`src/rtl/core/fmc_pkg.sv`:
```
// ----------------------------------------------------------------------------
// fmc_pkg
// Types, constants and helper functions shared by the file magic classifier.
// ----------------------------------------------------------------------------
package fmc_pkg;

	localparam int HEAD_DEPTH = 20;
	localparam int TAR_OFFSET = 257;
	localparam int TAR_END    = 262;
	localparam int IN_W       = 8;
	localparam int OUT_W      = 24;

	typedef enum logic [3:0] {
		KIND_EMPTY  = 4'd0,
		KIND_ELF    = 4'd1,
		KIND_SCRIPT = 4'd2,
		KIND_PNG    = 4'd3,
		KIND_JPEG   = 4'd4,
		KIND_GIF    = 4'd5,
		KIND_GZIP   = 4'd6,
		KIND_ZIP    = 4'd7,
		KIND_PDF    = 4'd8,
		KIND_TAR    = 4'd9,
		KIND_BMP    = 4'd10,
		KIND_WAV    = 4'd11,
		KIND_TEXT   = 4'd12,
		KIND_DATA   = 4'd13
	} kind_t;

	typedef enum logic [1:0] {
		ELF_REL    = 2'd0,
		ELF_EXEC   = 2'd1,
		ELF_SHARED = 2'd2,
		ELF_OTHER  = 2'd3
	} elf_kind_t;

	localparam logic [15:0] ELF_MACHINE_ARM = 16'd40;

	// Running picture of the file gathered byte by byte.
	typedef struct packed {
		logic [HEAD_DEPTH-1:0][7:0] head;
		logic                       tar_match;
		logic                       text_clean;
		logic                       nl_found;
		logic [5:0]                 nl_pos;
	} scan_t;

	typedef struct packed {
		kind_t     file_kind;
		elf_kind_t elf_kind;
		logic      elf_arm;
		logic [5:0] script_len;
		logic [9:0] bytes_seen;
	} result_t;

	// A control byte that rules out plain text.
	function automatic logic is_forbidden(input logic [7:0] c);
		logic bad;
		bad = 1'b0;
		if (c == 8'h00 || c == 8'h7F) begin
			bad = 1'b1;
		end else if (c < 8'd32 && c != 8'd9 && c != 8'd10 && c != 8'd13 &&
				c != 8'd12 && c != 8'd27) begin
			bad = 1'b1;
		end
		return bad;
	endfunction

	// Expected character of the tar tag at a given position.
	function automatic logic [7:0] tar_char(input logic [2:0] idx);
		logic [7:0] ch;
		unique case (idx)
			3'd0: ch = "u";
			3'd1: ch = "s";
			3'd2: ch = "t";
			3'd3: ch = "a";
			3'd4: ch = "r";
			default: ch = 8'h00;
		endcase
		return ch;
	endfunction

endpackage

```
`src/rtl/core/fmc_scan.sv`:
```
// ----------------------------------------------------------------------------
// fmc_scan
// Per-byte state: header bytes, tar tag, text test and shebang newline.
// ----------------------------------------------------------------------------
module fmc_scan
	import fmc_pkg::*;
#(
	parameter int MAX_HEADER   = 512,
	parameter int SCRIPT_LIMIT = 40,
	localparam int CW          = $clog2(MAX_HEADER + 1)
) (
	input  logic          clk,
	input  logic          arst_n,
	input  logic          byte_en,
	input  logic          clear,
	input  logic [7:0]    data,
	output scan_t         st,
	output logic [CW-1:0] count
);

	// Fresh-file picture: head zero, tar tag and text test still passing, no newline.
	localparam scan_t SCAN_INIT = {{(HEAD_DEPTH * 8){1'b0}}, 1'b1, 1'b1, 1'b0, 6'd0};

	scan_t         st_q;
	logic [CW-1:0] count_q;

	always_ff @(posedge clk or negedge arst_n) begin
		if (!arst_n) begin
			count_q <= '0;
			st_q    <= SCAN_INIT;
		end else if (clear) begin
			count_q <= '0;
			st_q    <= SCAN_INIT;
		end else if (byte_en && count_q < CW'(MAX_HEADER)) begin
			count_q <= count_q + 1'b1;
			if (count_q < CW'(HEAD_DEPTH)) begin
				st_q.head[count_q[4:0]] <= data;
			end
			if (count_q >= CW'(TAR_OFFSET) && count_q < CW'(TAR_END) &&
					data != tar_char(3'(count_q - CW'(TAR_OFFSET)))) begin
				st_q.tar_match <= 1'b0;
			end
			if (is_forbidden(data)) begin
				st_q.text_clean <= 1'b0;
			end
			// Only the first newline inside the interpreter window counts.
			if (!st_q.nl_found && count_q >= CW'(2) && count_q < CW'(SCRIPT_LIMIT) &&
					data == 8'd10) begin
				st_q.nl_found <= 1'b1;
				st_q.nl_pos   <= 6'(count_q);
			end
		end
	end

	assign st    = st_q;
	assign count = count_q;

endmodule

```
`src/rtl/core/fmc_decide.sv`:
```
// ----------------------------------------------------------------------------
// fmc_decide
// Priority classifier over the gathered header picture.
// ----------------------------------------------------------------------------
module fmc_decide
	import fmc_pkg::*;
#(
	parameter int MAX_HEADER   = 512,
	parameter int SCRIPT_LIMIT = 40,
	localparam int CW          = $clog2(MAX_HEADER + 1)
) (
	input  scan_t         st,
	input  logic [CW-1:0] count,
	output result_t       res
);

	logic [HEAD_DEPTH-1:0][7:0] b;
	logic [15:0] etype;
	logic [15:0] mach;
	logic [6:0]  send;
	logic [6:0]  sfin;

	assign b     = st.head;
	assign etype = {b[17], b[16]};
	assign mach  = {b[19], b[18]};

	// End of the interpreter text: file end, window end or first newline.
	always_comb begin
		send = (count < CW'(SCRIPT_LIMIT)) ? 7'(count) : 7'(SCRIPT_LIMIT);
		sfin = send;
		if (st.nl_found && {1'b0, st.nl_pos} < send) begin
			sfin = {1'b0, st.nl_pos};
		end
	end

	always_comb begin
		res            = '0;
		res.file_kind  = KIND_DATA;
		res.bytes_seen = 10'(count);
		if (count == '0) begin
			res.file_kind = KIND_EMPTY;
		end else if (count >= CW'(4) && b[0] == 8'h7F && b[1] == "E" && b[2] == "L" &&
				b[3] == "F") begin
			res.file_kind = KIND_ELF;
			res.elf_kind  = (etype == 16'd1) ? ELF_REL :
					(etype == 16'd2) ? ELF_EXEC :
					(etype == 16'd3) ? ELF_SHARED : ELF_OTHER;
			res.elf_arm   = (mach == ELF_MACHINE_ARM);
		end else if (count >= CW'(2) && b[0] == "#" && b[1] == "!") begin
			res.file_kind  = KIND_SCRIPT;
			res.script_len = (sfin > 7'd2) ? 6'(sfin - 7'd2) : 6'd0;
		end else if (count >= CW'(8) && b[0] == 8'h89 && b[1] == "P" && b[2] == "N" &&
				b[3] == "G" && b[4] == 8'd13 && b[5] == 8'd10 && b[6] == 8'h1A &&
				b[7] == 8'd10) begin
			res.file_kind = KIND_PNG;
		end else if (count >= CW'(3) && b[0] == 8'hFF && b[1] == 8'hD8 &&
				b[2] == 8'hFF) begin
			res.file_kind = KIND_JPEG;
		end else if (count >= CW'(4) && b[0] == "G" && b[1] == "I" && b[2] == "F" &&
				b[3] == "8") begin
			res.file_kind = KIND_GIF;
		end else if (count >= CW'(2) && b[0] == 8'h1F && b[1] == 8'h8B) begin
			res.file_kind = KIND_GZIP;
		end else if (count >= CW'(4) && b[0] == "P" && b[1] == "K" &&
				((b[2] == 8'd3 && b[3] == 8'd4) || (b[2] == 8'd5 && b[3] == 8'd6))) begin
			res.file_kind = KIND_ZIP;
		end else if (count >= CW'(5) && b[0] == "%" && b[1] == "P" && b[2] == "D" &&
				b[3] == "F" && b[4] == "-") begin
			res.file_kind = KIND_PDF;
		end else if (count >= CW'(TAR_END) && st.tar_match) begin
			res.file_kind = KIND_TAR;
		end else if (count >= CW'(2) && b[0] == "B" && b[1] == "M") begin
			res.file_kind = KIND_BMP;
		end else if (count >= CW'(12) && b[0] == "R" && b[1] == "I" && b[2] == "F" &&
				b[3] == "F" && b[8] == "W" && b[9] == "A" && b[10] == "V" &&
				b[11] == "E") begin
			res.file_kind = KIND_WAV;
		end else if (count >= CW'(3) && b[0] == 8'hEF && b[1] == 8'hBB &&
				b[2] == 8'hBF) begin
			res.file_kind = KIND_TEXT;
		end else if (st.text_clean) begin
			res.file_kind = KIND_TEXT;
		end
	end

endmodule

```
`src/rtl/core/file_magic_classifier.sv`:
```
// An end-of-file word waits in the input register, then the classifier loads the result
//   register with its result once that register is free.
// Throughput: one word per cycle on the input; each data byte moves through the input register.
// Only an end-of-file word meets a stalled result register and can hold the input back.
// Reset (arst_n low, asynchronous): clears all valid flags and the per-file state, so the
//   block starts at once on a fresh file; it also returns to that state after every result.
// ----------------------------------------------------------------------------
// file_magic_classifier
// Streams a file byte by byte and reports its type from the leading magic bytes.
// ----------------------------------------------------------------------------
module file_magic_classifier
	import fmc_pkg::*;
#(
	parameter int MAX_HEADER   = 512,
	parameter int SCRIPT_LIMIT = 40
) (
	input  logic             clk,
	input  logic             arst_n,
	// Input words.
	input  logic             s_tvalid,
	output logic             s_tready,
	input  logic [IN_W-1:0]  s_tdata,   // [7:0] data_byte
	input  logic             s_tlast,   // end_of_file
	// Result words.
	output logic             m_tvalid,
	input  logic             m_tready,
	output logic [OUT_W-1:0] m_tdata    // [3:0] file_kind, [5:4] elf_kind, [6] elf_arm,
	                                    // [12:7] script_len, [22:13] bytes_seen, [23] zero
);

	localparam int CW = $clog2(MAX_HEADER + 1);

	// Input register stage.
	logic       valid_s1;
	logic [7:0] byte_s1;
	logic       eof_s1;

	// Result register stage.
	logic    valid_s2;
	result_t res_s2;

	logic          out_free;
	logic          process;
	scan_t         st;
	logic [CW-1:0] count;
	result_t       res;

	// The result register can take a word when empty or being drained this cycle.
	assign out_free = !valid_s2 || m_tready;
	// A data byte always moves on; an end-of-file word waits for the result register.
	assign process  = valid_s1 && (!eof_s1 || out_free);
	assign s_tready = !valid_s1 || process;

	always_ff @(posedge clk or negedge arst_n) begin
		if (!arst_n) begin
			valid_s1 <= 1'b0;
		end else if (s_tready) begin
			valid_s1 <= s_tvalid;
		end
	end

	always_ff @(posedge clk) begin
		if (s_tready && s_tvalid) begin
			byte_s1 <= s_tdata[7:0];
			eof_s1  <= s_tlast;
		end
	end

	fmc_scan #(
		.MAX_HEADER  (MAX_HEADER),
		.SCRIPT_LIMIT(SCRIPT_LIMIT)
	) u_scan (
		.clk    (clk),
		.arst_n (arst_n),
		.byte_en(process && !eof_s1),
		.clear  (process && eof_s1),
		.data   (byte_s1),
		.st     (st),
		.count  (count)
	);

	fmc_decide #(
		.MAX_HEADER  (MAX_HEADER),
		.SCRIPT_LIMIT(SCRIPT_LIMIT)
	) u_decide (
		.st   (st),
		.count(count),
		.res  (res)
	);

	// The result register loads on the end-of-file word and drops once taken.
	always_ff @(posedge clk or negedge arst_n) begin
		if (!arst_n) begin
			valid_s2 <= 1'b0;
		end else if (process && eof_s1) begin
			valid_s2 <= 1'b1;
		end else if (m_tready) begin
			valid_s2 <= 1'b0;
		end
	end

	always_ff @(posedge clk) begin
		if (process && eof_s1) begin
			res_s2 <= res;
		end
	end

	assign m_tvalid = valid_s2;
	assign m_tdata  = {1'b0, res_s2.bytes_seen, res_s2.script_len, res_s2.elf_arm,
			res_s2.elf_kind, res_s2.file_kind};

`ifndef NO_ASSERTIONS
	a_eof_gives_result: assert property (@(posedge clk) disable iff (!arst_n)
		(process && eof_s1) |=> valid_s2)
		else $error("end of file did not produce a result");

	a_count_capped: assert property (@(posedge clk) disable iff (!arst_n)
		count <= CW'(MAX_HEADER))
		else $error("byte count passed the header limit");

	a_empty_no_bytes: assert property (@(posedge clk) disable iff (!arst_n)
		(valid_s2 && res_s2.file_kind == KIND_EMPTY) |-> res_s2.bytes_seen == 10'd0)
		else $error("empty file reported with bytes");

	a_elf_fields: assert property (@(posedge clk) disable iff (!arst_n)
		(valid_s2 && res_s2.file_kind != KIND_ELF) |->
			(res_s2.elf_kind == ELF_REL && !res_s2.elf_arm))
		else $error("ELF fields set for a non-ELF file");

	a_script_len: assert property (@(posedge clk) disable iff (!arst_n)
		(valid_s2 && res_s2.file_kind != KIND_SCRIPT) |-> res_s2.script_len == 6'd0)
		else $error("script length set for a non-script file");

	a_state_cleared: assert property (@(posedge clk) disable iff (!arst_n)
		(process && eof_s1) |=> (count == '0 && st.tar_match && st.text_clean))
		else $error("per-file state not cleared after a result");
`endif

endmodule

```
`config.mk`:
```
export PLATFORM = sky130hd
export DESIGN_NAME = file_magic_classifier
export DESIGN_NICKNAME = d
export VERILOG_FILES = /design/src/rtl/core/fmc_pkg.sv /design/src/rtl/core/fmc_scan.sv /design/src/rtl/core/fmc_decide.sv /design/src/rtl/core/file_magic_classifier.sv
export SDC_FILE = /design/constraint.sdc
export NUM_CORES = 1
export LEC_CHECK = 0
export BUFFER_PORTS_ARGS = -buffer_cell sky130_fd_sc_hd__buf_2
export CAP_MARGIN = 30
export CORE_ASPECT_RATIO = 1.4
export CORE_MARGIN = 2
export CORE_UTILIZATION = 50
export CTS_BUF_LIST = sky130_fd_sc_hd__clkbuf_4
export CTS_CLUSTER_SIZE = 40
export DETAILED_ROUTE_END_ITERATION = 7
export GPL_TIMING_DRIVEN = 0
export PLACE_DENSITY = 0.65
export SETUP_SLACK_MARGIN = 0.1
export SYNTH_ARGS = -nofsm -noshare
export SYNTH_HDL_FRONTEND = slang
export SYNTH_SLANG_ARGS = --single-unit
```
`constraint.sdc`:
```
create_clock -name clk -period 5 [get_ports clk]
set_clock_uncertainty 0.1 [all_clocks]
set_input_delay 1.5 -clock clk [delete_from_list [all_inputs] [get_ports clk]]
set_output_delay 1.5 -clock clk [all_outputs]
set_load 0.005 [all_outputs]
```
# Word-level counts from Yosys, hierarchy flattened
# Index checks and enable logic that the tools add are counted.
# Widths: inputs -> output; s select.
dict set report classes {
  n_addsub 3
  magnitude_cmp 17
  eq_ne 58
  muxes 37
  bitwise 3
  n_reduce_logical 93
}
# op n
set op_table {}
lappend op_table {{$mux 169} 2}
lappend op_table {{$eq 8x7->1 const B} 21}
lappend op_table {{$bwmux 160} 1}
lappend op_table {{$mux 160} 1}
lappend op_table {{$eq 8x8->1 const B} 8}
lappend op_table {{$logic_and 1x1->1} 64}
lappend op_table {{$demux 8 s5} 1}
lappend op_table {{$eq 8x6->1 const B} 5}
lappend op_table {{$pmux 7 s5} 1}
lappend op_table {{$eq 16x2->1 const B} 2}
lappend op_table {{$eq 8x4->1 const B} 4}
lappend op_table {{$ne 8x4->1 const B} 4}
lappend op_table {{$eq 8x3->1 const B} 3}
lappend op_table {{$mux 8} 3}
lappend op_table {{$mux 7} 3}
lappend op_table {{$ge 10x2->1 const B} 2}
lappend op_table {{$ge 10x3->1 const B} 2}
lappend op_table {{$ge 10x4->1 const B} 2}
lappend op_table {{$ge 10x9->1 const B} 2}
lappend op_table {{$mux 10} 2}
lappend op_table {{$eq 16x1->1 const B} 1}
lappend op_table {{$eq 16x6->1 const B} 1}
lappend op_table {{$eq 8x5->1 const B} 2}
lappend op_table {{$mux 4} 4}
lappend op_table {{33 further kinds} 70}
dict set report totals {
  register_bits 213
  input_bits 13
  elab_cells 249
}

# Longest topological paths before layout
# Gate-level depths: netlist of the first run.
dict set report depth {
  depth_word 20
  mapped_depth 13
  mapped_depth_nobuf 12
}

# Modules after synthesis
# From an unflattened synthesis of the first run, not the netlist that was laid out.
dict set report hier_totals {
  cells_unflattened 1063
  hier_area_um2 10372.4
}
# module n_inst cells_per_inst area_per_inst_um2
set by_module_without_submodules {}
lappend by_module_without_submodules {fmc_scan 1 809 7888.8}
lappend by_module_without_submodules {fmc_decide 1 209 1392.6}
lappend by_module_without_submodules {file_magic_classifier 1 45 1091.0}

# Least setup slack after synthesis of the first run
# OpenSTA, ideal clock, no wires.
dict set report synth_path {
  path_type {input-to-reg}
  startpoint {input port m_tready}
  endpoint {register res_s2, in the netlist m_tdata[0] (enable)}
  arrival_ns 3.092
  path_slack_ns 1.412
  path_stages 5
  path_buffers 2
  path_cell_list {nand3b_1 -> nand3_1 -> inv_2 -> clkbuf_1 -> buf_1}
}
dict set report synth_via {
  elab_chain_cells 4
}
# item line_no
set synth_rtl {}
lappend synth_rtl {{start, declared} file_magic_classifier.sv:26} ;# input logic m_tready,
lappend synth_rtl {{$logic_or 1x1->1} file_magic_classifier.sv:49} ;# assign out_free = !valid_s2 || m_tready;
lappend synth_rtl {{$logic_or 1x1->1} file_magic_classifier.sv:51} ;# assign process = valid_s1 && (!eof_s1 || out_free);
lappend synth_rtl {{$logic_and 1x1->1} file_magic_classifier.sv:51}
lappend synth_rtl {{$logic_and 1x1->1} n/a}
lappend synth_rtl {{via u_scan.clear} fmc_scan.sv:15} ;# input logic clear,
lappend synth_rtl {{end signal, assigned} file_magic_classifier.sv:104} ;# res_s2 <= res;
lappend synth_rtl {{end, declared} file_magic_classifier.sv:40} ;# result_t res_s2;
# The timed path passes the listed nets, and every way through them passes these cells.
# A chain may end at the register's enable or synchronous reset.

# Worst setup path in the final report of the first run
dict set report layout_path {
  startpoint {register u_scan.count_q[6], in the netlist u_scan.count[6]}
  endpoint {register res_s2, in the netlist m_tdata[10] (data pin)}
}
dict set report layout_via {
  elab_chain_cells 8
  word_cells_on_any_way 19
}
# item line_no
set layout_rtl {}
lappend layout_rtl {{start, declared} fmc_scan.sv:25} ;# logic [CW-1:0] count_q;
lappend layout_rtl {{start signal, assigned} fmc_scan.sv:35} ;# count_q <= count_q + 1'b1;
lappend layout_rtl {{$lt 10x6->1} fmc_decide.sv:29} ;# send = (count < CW'(SCRIPT_LIMIT)) ? 7'(count) : 7'(SCRIPT_LIMIT);
lappend layout_rtl {{$mux 7} fmc_decide.sv:29}
lappend layout_rtl {{$lt 6x7->1} fmc_decide.sv:31} ;# if (st.nl_found && {1'b0, st.nl_pos} < send) begin
lappend layout_rtl {{$logic_and 1x1->1} fmc_decide.sv:31}
lappend layout_rtl {{$mux 7} fmc_decide.sv:31}
lappend layout_rtl {{$gt 7x2->1} fmc_decide.sv:51} ;# res.script_len = (sfin > 7'd2) ? 6'(sfin - 7'd2) : 6'd0;
lappend layout_rtl {{$not 1->1 (no source line)} n/a}
lappend layout_rtl {{$reduce_or 4->1 (no source line)} n/a}
# Parallel ways exist; a longest one is shown, timed or not.

==> run_results.csv, run 1 <==
group,metric,value,unit
global_routing,grt_pass1_vias,7447,
cts,cts_resized,0,
finish,design_area,9940,µm²
sta,hold_viol,0,
sta,rsz0062_at_grt,"no",
finish,fillers,1690,
floorplanning,die_y,164,µm
setup_path,crit_path_start_kind,"flop",
outcome,status,"completed",
yosys,ys_seq_elements,181,
placement,dp_slack,0.991,ns
floorplanning,core,17900,µm²
finish,areaGrowthSynthToFinish,8.85,%
placement,io_buffers,37,
yosys,ys_types,63,
global_routing,grt_pass1_wl,41.1,mm
pwr,ir_worst_vdd,0.000172,V
yosys,synth_seq_area_share,51.4,%
floorplanning,die_w,118,µm
placement,dp_hpwl,18.0,mm
yosys,async_flop_share,82.3,%
cts,cts_made_buffers,17,
finish,final_nets,1052,
sta,tightest_slew,0.866,ns
cts,clockRootBuffer,"clkbuf_4",
yosys,synthFlopType,"dfrtp_1",
cts,cts_tree,"done",
placement,place_area,9660,µm²
yosys,synth_area_leader_cell,"dfrtp_1",
cts,cts_buffer_depth,2,
pwr,power_leakage,4.20,nW
pwr,p_total,3.64,mW
placement,place_congestion,0.937,
route,firstDrtPassIters,5,
finish,final_common_cell,"dfrtp_1",
sta,fmax,249,MHz
yosys,synth_top_cell_area_share,40.3,%
pwr,p_per_area,366,nW/µm²
yosys,avgSynthCellArea,9.45,µm²
worst_hold_path,hp-class,"reg -> reg",
sta,slew_headroom,41.7,%
route,wire_per_inst,20.1,µm
setup_path,critPathCaptureType,"flop",
yosys,synthesis.nets,994,
finish,seq_area,4690,µm²
global_routing,grt_overflow,0,
setup_path,critPathKind,"reg -> reg",
sta,worst_slack,0.983,ns
run,cap_violations,0,
setup_path,path_max_fanout,10,
floorplanning,ios,39,
finish,drive_above_1_share,9.63,%
route,via_per_inst,5.93,
yosys,synth_cells,967,
route,drc,0,
route,ant_nets,0,
cts,path_clk_slew,0.15,ns
setup_path,cp.required,5.27,ns
finish,multiInputGateArea,4160,µm²
cts,clock_sinks,181,
route,vias,7588,
route,wl,25.7,mm
cts,clk_latency,0.60,ns
setup_path,critPathMaxStageDelay,0.62,ns
setup_path,crit_chain,"or4_4 -> nor2_4 -> nand2_1 -> ha_1 -> a21oi_1 -> nand3_1 -> o311ai_4 -> clkbuf_1 -> nor2_1 -> a21oi_1 -> ha_1 -> a21o_4 -> nor2_1",
floorplanning,row_count,58,
floorplanning,dieArea,19400,µm²
sta,slew_viol_final,0,
yosys,ys_warn_count,0,
floorplanning,initial_core_util,51.0,%
setup_path,slowest_stage,"or4_4",
cts,cts_setup_buffers,0,
route,first_iter_violations,597,
cts,cts_hold_buf,0,
yosys,synth_area_leaders,"dfrtp_1 40%, edfxtp_1 11%, a21oi_1 6.2%",
setup_path,crit_arrival,4.29,ns
finish,layout_common_cells,"147 x dfrtp_1, 145 x nand2_1, 113 x a21oi_1",
yosys,syn_area,9140,µm²
sta,min_period,4.02,ns
yosys,synth_edf_count,32,
sta,finalSetupViolations,0,
global_routing,grt.total_usage,27.4,%
sta,fin_tns_setup,0,ns
global_routing,antenna_found_initial,1,
global_routing,grt_max_degree,82,
cts,ctsHtreeMaxLevel,4,
sta,period_share,80.3,%
-- logic make-up (layout without fill, tap and decap cells) --
logic type      after synthesis  after routing  share of synthesized area [%]
mux                          38             38                           4.18
buf+inv                      71            142                           3.05
compound gates              157            157                           9.74
other cells                   1              2                         0.0411
flops                       181            181                           51.4
simple gates                492            492                           28.5
fa+ha+maj                    14             14                           1.92
xor+xnor                     13             13                           1.25
-- worst paths after layout --
kind	endpoint	start	slack (ns)	cells after the start
min in group asynchronous	u_scan.st[83]$_DFFE_PN0P_	arst_n	0.85	1
hold reg to reg	u_scan.st[7]$_DFFE_PN1P_	u_scan.st[7]$_DFFE_PN1P_	0.40	2
hold / removal	u_scan.st[7]$_DFFE_PN1P_	u_scan.st[7]$_DFFE_PN1P_	0.40	2
max in group asynchronous	u_scan.st[53]$_DFFE_PN0P_	arst_n	3.12	2
setup / recovery	m_tdata[10]$_SDFFCE_PP0P_	u_scan.count[6]$_DFFE_PN0P_	0.98	13
setup reg to reg	m_tdata[10]$_SDFFCE_PP0P_	u_scan.count[6]$_DFFE_PN0P_	0.98	13
-- layer usage --
metal / wire [µm] / up-vias / GRT usage, % / share of wire (%)
li1: - / 3573 / - / -
met1: 10700 / 3748 / 34.1 / 42
met2: 13000 / 224 / 47.5 / 51
met3: 1170 / 43 / 4.38 / 4.5
met4: 845 / 0 / 11.7 / 3.3
met5: 0 / - / 0 / 0
-- synth_stat cells, drive strengths merged, types with 3 or more instances --
library cell and count:
nand2b 7, nand4 17, xor2 7, nor3b 7, nor4b 18, a21oi 113, and2 4, nor3 17
nand3b 5, nor4bb 11, inv 11, nor2b 12, nand4b 12, xnor2 6, nand3 109, o21ai 21
or3 7, or4 5, dfrtp 147, edfxtp 32, ha 14, and4b 7, nor2 82, clkbuf 50
buf 10, a211oi 5, mux2i 37, nor4 16, and3 3, nand2 149
-- state kept, by name (all words and copies together) (netlist names) --
register / count
eof_s1: 1
valid_s1: 1
u_scan.st: 137
m_tdata: 23
byte_s1: 8
m_tvalid: 1
u_scan.count: 10
-- final cells by class --
cell class	count	share of cell area, %
Sequential cell	181	47.2
Multi-Input combinational cell	715	41.9
Tap cell	240	3.02
Buffer	60	2.40
Timing Repair Buffer	39	2.28
Clock buffer	20	1.51
Clock inverter	12	1.28
Inverter	11	0.415
Antenna cell	1	0.0252
-- stage by stage --
stage	hold WS, ns	util (%)	std cells
2_1_floorplan	0.349	-	967
3_3_place_gp	0.374	53.7	1244
3_5_place_dp	0.381	53.9	1245
4_1_cts	0.401	55.4	1277
5_1_grt	0.415	55.5	1279
6_report	0.397	55.5	1279
-- worst max-delay path: cells and delay by family, from the launching register on --
family | cells | cell delay [ns]
compound gates | 4 | 0.96
fa+ha+maj | 2 | 0.58
buf+inv | 1 | 0.40
flops | 1 | 0.50
simple gates | 6 | 1.23
-- report_power, final --
group          internal, mW  total, mW  switching (mW)
Clock                 0.312      0.835           0.523
Combinational         0.315      0.968           0.654
Sequential             1.64       1.84           0.198
Note: power is estimated with default switching activity, not from simulation.
==> run 2, diff against run 1 <==
- PLACE_DENSITY: 0.65 -> 0.67
- clock period: 5 -> 3.4 ns (I/O delays scaled with it)
==> run_results.csv, run 2 (synthesis results as in run 1) <==
group,metric,value,unit
setup_path,crit_top_cell,"or4_4",
pwr,p_per_area,535,nW/µm²
setup_path,path_max_fanout,5,
global_routing,grt.total_usage,26.9,%
setup_path,cp.required,3.73,ns
floorplanning,initial_core_util,51.0,%
setup_path,cpLargestDelayFamily,"simple AND/OR/NAND/NOR gates",
setup_path,critPathKind,"reg -> reg",
finish,final_nets,1064,
cts,clk_latency,0.60,ns
global_routing,grt_max_degree,81,
route,wl,25.3,mm
finish,drive_above_1_share,13.0,%
sta,finalSetupViolations,3,
pwr,power_leakage,4.31,nW
cts,path_clk_slew,0.16,ns
sta,worst_slack,-0.0340,ns
placement,dp_slack,-0.286,ns
floorplanning,row_count,58,
outcome,violations,"setup timing",
finish,areaGrowthSynthToFinish,12.0,%
setup_path,critPathMaxStageDelay,0.57,ns
setup_path,cp_num_buf_inv,1,
route,drc,0,
placement,dp_hpwl,17.5,mm
cts,ctsHtreeMaxLevel,4,
run,cap_violations,0,
floorplanning,core,17900,µm²
setup_path,reg2regPathDepth,12,
cts,clockRootBuffer,"clkbuf_4",
floorplanning,dieArea,19400,µm²
sta,fmax,291,MHz
cts,cts_tree,"done",
sta,period_share,101,%
placement,io_buffers,37,
cts,clock_sinks,181,
finish,layout_common_cells,"144 x nand2_1, 144 x dfrtp_1, 110 x a21oi_1",
cts,cts_buffer_depth,2,
global_routing,grt_pass1_wl,40.8,mm
setup_path,critPathCapture,"m_tdata[8]$_SDFFCE_PP0P_",
route,wire_per_inst,19.6,µm
finish,fillers,1640,
sta,min_period,3.43,ns
placement,place_congestion,0.946,
cts,cts_made_buffers,17,
floorplanning,die_w,118,µm
outcome,status,"complete, but fails checks",
route,first_iter_violations,627,
sta,rsz0062_at_grt,"yes",
floorplanning,die_y,164,µm
finish,design_area,10200,µm²
route,ant_nets,0,
setup_path,crit_path_start_kind,"flop",
setup_path,crit_arrival,3.77,ns
setup_path,crit_chain,"or4_4 -> nor2_4 -> nand2_4 -> ha_4 -> a21oi_4 -> nand3_2 -> o311ai_4 -> buf_4 -> nor4_2 -> or4_4 -> a21o_4 -> a211oi_2",
global_routing,antenna_found_initial,1,
finish,largest_reg_flops,137,
setup_path,rrSetupSlack,-0.03,ns
setup_path,critPathCaptureType,"flop",
global_routing,grt_pass1_vias,7701,
setup_path,setup.worst_path.start,"u_scan.count[7]$_DFFE_PN0P_",
sta,slew_viol_final,0,
sta,fin_tns_setup,-0.0493,ns
pwr,ir_worst_vdd,0.000232,V
setup_path,r2r_start,"u_scan.count[7]$_DFFE_PN0P_",
sta,hold_viol,0,
cts,cts_hold_buf,0,
route,firstDrtPassIters,5,
worst_hold_path,hp-class,"in -> async",
route,via_per_inst,6.02,
setup_path,r2r_end,"m_tdata[8]$_SDFFCE_PP0P_",
sta,slew_headroom,42.3,%
floorplanning,ios,39,
global_routing,grt_overflow,0,
setup_path,slowest_stage,"or4_4",
setup_path,cp.depth,12,
route,vias,7766,
placement,place_area,9710,µm²
sta,tightest_slew,0.858,ns
-- run 2: cell count changes in the layout (fill, tap and decap cells not counted), sizes merged --
cell	before	now
inv	13	16
clkinv	5	3
clkbuf	70	68
buf	49	62
bufinv	2	3
clkinvlp	3	2
-- run 2: timing repair --
item | in CTS | in global routing
pin swaps | 10 | 8
gates resized for setup | 16 | 9
gates cloned | 0 | 0
endpoints found under the setup margin | 6 | 9
setup buffers | 7 | 5
endpoints found under the hold margin | 0 | 0
-- run 2: how the worst min path moves through the flow --
stage / from / endpoint / slack (ns) / depth (start not counted)
after floorplan: u_scan.st[7]$_DFFE_PN1P_ / u_scan.st[7]$_DFFE_PN1P_ / 0.35 / 2
after global placement: u_scan.st[7]$_DFFE_PN1P_ / u_scan.st[7]$_DFFE_PN1P_ / 0.37 / 2
after detailed placement: u_scan.st[7]$_DFFE_PN1P_ / u_scan.st[7]$_DFFE_PN1P_ / 0.38 / 2
after CTS: arst_n / u_scan.st[76]$_DFFE_PN0P_ / 0.32 / 1
after global routing: arst_n / u_scan.st[76]$_DFFE_PN0P_ / 0.35 / 1
final: arst_n / u_scan.st[103]$_DFFE_PN0P_ / 0.32 / 1
-- run 2: worst register-to-register path, delay by kind of cell, from the launching register on --
| kind | cells | cell delay, ns |
|---|---|---|
| simple gates | 6 | 1.39 |
| compound gates | 4 | 0.86 |
| flops | 1 | 0.46 |
| fa+ha+maj | 1 | 0.29 |
| buf+inv | 1 | 0.18 |
-- run 2: cell type report --
class | count | area, µm² | share of cell area [%]
sequential | 181 | 4700 | 45.9
multi-input combinational | 715 | 4310 | 42.1
timing repair buffer | 51 | 317 | 3.09
tap | 240 | 300 | 2.94
buffer | 60 | 250 | 2.45
clock inverter | 13 | 171 | 1.68
clock buffer | 19 | 143 | 1.39
inverter | 11 | 41.3 | 0.404
antenna | 1 | 2.50 | 0.0245
-- run 2: layer usage --
layer  GRT usage [%]  wire [µm]  vias to the layer above
met2            47.7      12900                      256
met5               0          0                        -
met3            3.99       1190                       61
met4            11.5        847                        0
met1            32.8      10300                     3834
li1                -          -                     3615
-- run 2: power breakdown --
part / internal [mW] / switching [mW]
registers: 2.41 / 0.289
logic: 0.486 / 0.965
clock network: 0.539 / 0.784
total: 3.44 / 2.04
-- run 2: through the flow --
stage / util, % / instances / hold WS [ns] / total power, mW
floorplan: - / 967 / 0.349 / 3.63
global placement: 53.9 / 1244 / 0.372 / 4.11
detailed placement: 54.2 / 1246 / 0.376 / 4.13
CTS: 56.6 / 1285 / 0.324 / 5.46
global route: 57.1 / 1291 / 0.347 / 5.75
finish: 57.1 / 1291 / 0.320 / 5.48
==> run 3, diff against run 2 <==
- CTS_CLUSTER_DIAMETER: default -> 200
- TNS_END_PERCENT: default -> 30
==> run_results.csv, run 3 (synthesis results as in run 1) <==
group,metric,value,unit
outcome,status,"complete, but fails checks",
outcome,violations,"setup timing",
setup_path,crit_path_start_kind,"flop",
setup_path,cpLargestDelayFamily,"simple AND/OR/NAND/NOR gates",
floorplanning,die_w,118,µm
run,cap_violations,0,
sta,worst_slack,-0.0144,ns
finish,fillers,1662,
setup_path,cp_num_buf_inv,2,
sta,fin_tns_setup,-0.0182,ns
sta,period_share,100,%
finish,final_common_cell,"nand2_1",
global_routing,grt_util_met1,34.1,%
sta,min_period,3.41,ns
placement,dp_hpwl,17.8,mm
cts,cts_made_buffers,17,
setup_path,crit_arrival,3.74,ns
floorplanning,core,17900,µm²
global_routing,use_met3,3.99,%
cts,clk_latency,0.59,ns
floorplanning,die_y,164,µm
global_routing,grt.total_usage,27.1,%
route,first_iter_violations,726,
route,drc,0,
cts,cts_buffer_depth,2,
sta,slew_headroom,38.0,%
placement,place_area,9700,µm²
pwr,p_per_area,530,nW/µm²
finish,areaGrowthSynthToFinish,10.1,%
finish,layout_common_cells,"144 x nand2_1, 143 x dfrtp_1, 112 x a21oi_1",
sta,tightest_slew,0.922,ns
sta,slew_viol_final,0,
finish,largest_reg_flops,137,
route,wl,25.4,mm
setup_path,critPathKind,"reg -> reg",
cts,ctsHtreeMaxLevel,4,
pwr,power_leakage,4.24,nW
pwr,ir_worst_vdd,0.000242,V
cts,clock_sinks,181,
finish,final_nets,1059,
setup_path,slowest_stage,"or4_4",
global_routing,grt.busiest_layer,"met2",
route,wire_per_inst,19.8,µm
placement,io_buffers,37,
floorplanning,ios,39,
floorplanning,initial_core_util,51.0,%
setup_path,path_max_fanout,7,
route,ant_nets,0,
pwr,p_total,5.33,mW
global_routing,grt_overflow,0,
cts,path_clk_slew,0.17,ns
worst_hold_path,hp-class,"in -> async",
setup_path,cp.required,3.73,ns
placement,place_congestion,0.915,
cts,cts_tree,"done",
placement,dp_cells,1246,
finish,design_area,10100,µm²
route,firstDrtPassIters,5,
global_routing,antenna_found_initial,1,
finish,drive_above_1_share,11.3,%
sta,rsz0062_at_grt,"yes",
floorplanning,dieArea,19400,µm²
global_routing,grt_pass1_vias,7626,
cts,clockRootBuffer,"clkbuf_4",
setup_path,critPathCaptureType,"flop",
global_routing,grt_pass1_wl,40.9,mm
setup_path,crit_chain,"or4_4 -> nor2_4 -> buf_4 -> ha_1 -> nor3b_1 -> a31oi_2 -> o311ai_4 -> buf_4 -> nor4_1 -> or4_4 -> a21o_4 -> a211oi_2",
route,vias,7693,
finish,stdcell_count,1286,
global_routing,grt_max_degree,95,
setup_path,critPathMaxStageDelay,0.55,ns
sta,finalSetupViolations,2,
global_routing,use_met2,46.3,%
route,via_per_inst,5.98,
floorplanning,row_count,58,
sta,fmax,293,MHz
sta,hold_viol,0,
[run 3: cell count changes in the layout (fill, tap and decap cells not counted), sizes merged]
cell and change:
inv -2, clkinvlp +1, clkbuf +1, buf -6, clkinv +2, bufinv -1
[run 3: cell type report]
cell class / count / area (µm²) / area share, %
Antenna cell: 1 / 2.50 / 0.0249
Buffer: 60 / 249 / 2.47
Clock buffer: 19 / 143 / 1.42
Clock inverter: 13 / 130 / 1.29
Inverter: 11 / 41.3 / 0.410
Multi-Input combinational cell: 715 / 4220 / 41.9
Sequential cell: 181 / 4700 / 46.7
Tap cell: 240 / 300 / 2.98
Timing Repair Buffer: 46 / 279 / 2.77
[run 3: worst paths after layout]
check                           slack [ns]  cells past startpoint                   startpoint                         end
min in group clk                      0.40                      2     u_scan.st[7]$_DFFE_PN1P_    u_scan.st[7]$_DFFE_PN1P_
worst max-delay path                 -0.01                     12  u_scan.count[7]$_DFFE_PN0P_   m_tdata[11]$_SDFFCE_PP0P_
worst max register to register       -0.01                     12  u_scan.count[7]$_DFFE_PN0P_   m_tdata[11]$_SDFFCE_PP0P_
worst min register to register        0.40                      2     u_scan.st[7]$_DFFE_PN1P_    u_scan.st[7]$_DFFE_PN1P_
max in group asynchronous             1.98                      2                       arst_n    u_scan.st[7]$_DFFE_PN1P_
worst min-delay path                  0.28                      1                       arst_n  u_scan.st[103]$_DFFE_PN0P_
[run 3: per-layer routing]
metal  wire length (µm)  vias to the layer above
met2              12700                      251
met5                  0                        -
met3               1320                       66
met1              10400                     3780
met4                958                        0
li1                   -                     3596
[run 3: what timing repair did]
| action | in CTS | in global routing |
|---|---|---|
| pin swaps | 7 | 0 |
| resized for setup | 8 | 4 |
| setup buffers | 7 | 0 |
| hold buffers | 0 | 0 |
| endpoints found under the setup margin | 6 | 6 |
[run 3: stage by stage]
step | hold WS [ns] | setup WS (ns) | util (%)
after floorplan | 0.349 | 0.0445 | -
after global placement | 0.375 | -1.07 | 53.9
after detailed placement | 0.377 | -0.287 | 54.1
after CTS | 0.268 | 0.0246 | 56.0
after global routing | 0.296 | -0.129 | 56.1
final | 0.278 | -0.0144 | 56.1
[run 3: power by group]
part,switching (mW),internal (mW)
Clock,0.750,0.448
Combinational,0.960,0.464
Sequential,0.295,2.41
Total,2.01,3.33
[run 3: worst register-to-register path, delay by kind of cell, from the launching register on]
kind	cells	cell delay, ns
AND/OR/NAND/NOR	5	1.55
flip-flops	1	0.48
buffers and inverters	2	0.33
AO/OA/AOI/OAI	4	0.58
adder cells (fa/ha/maj)	1	0.24
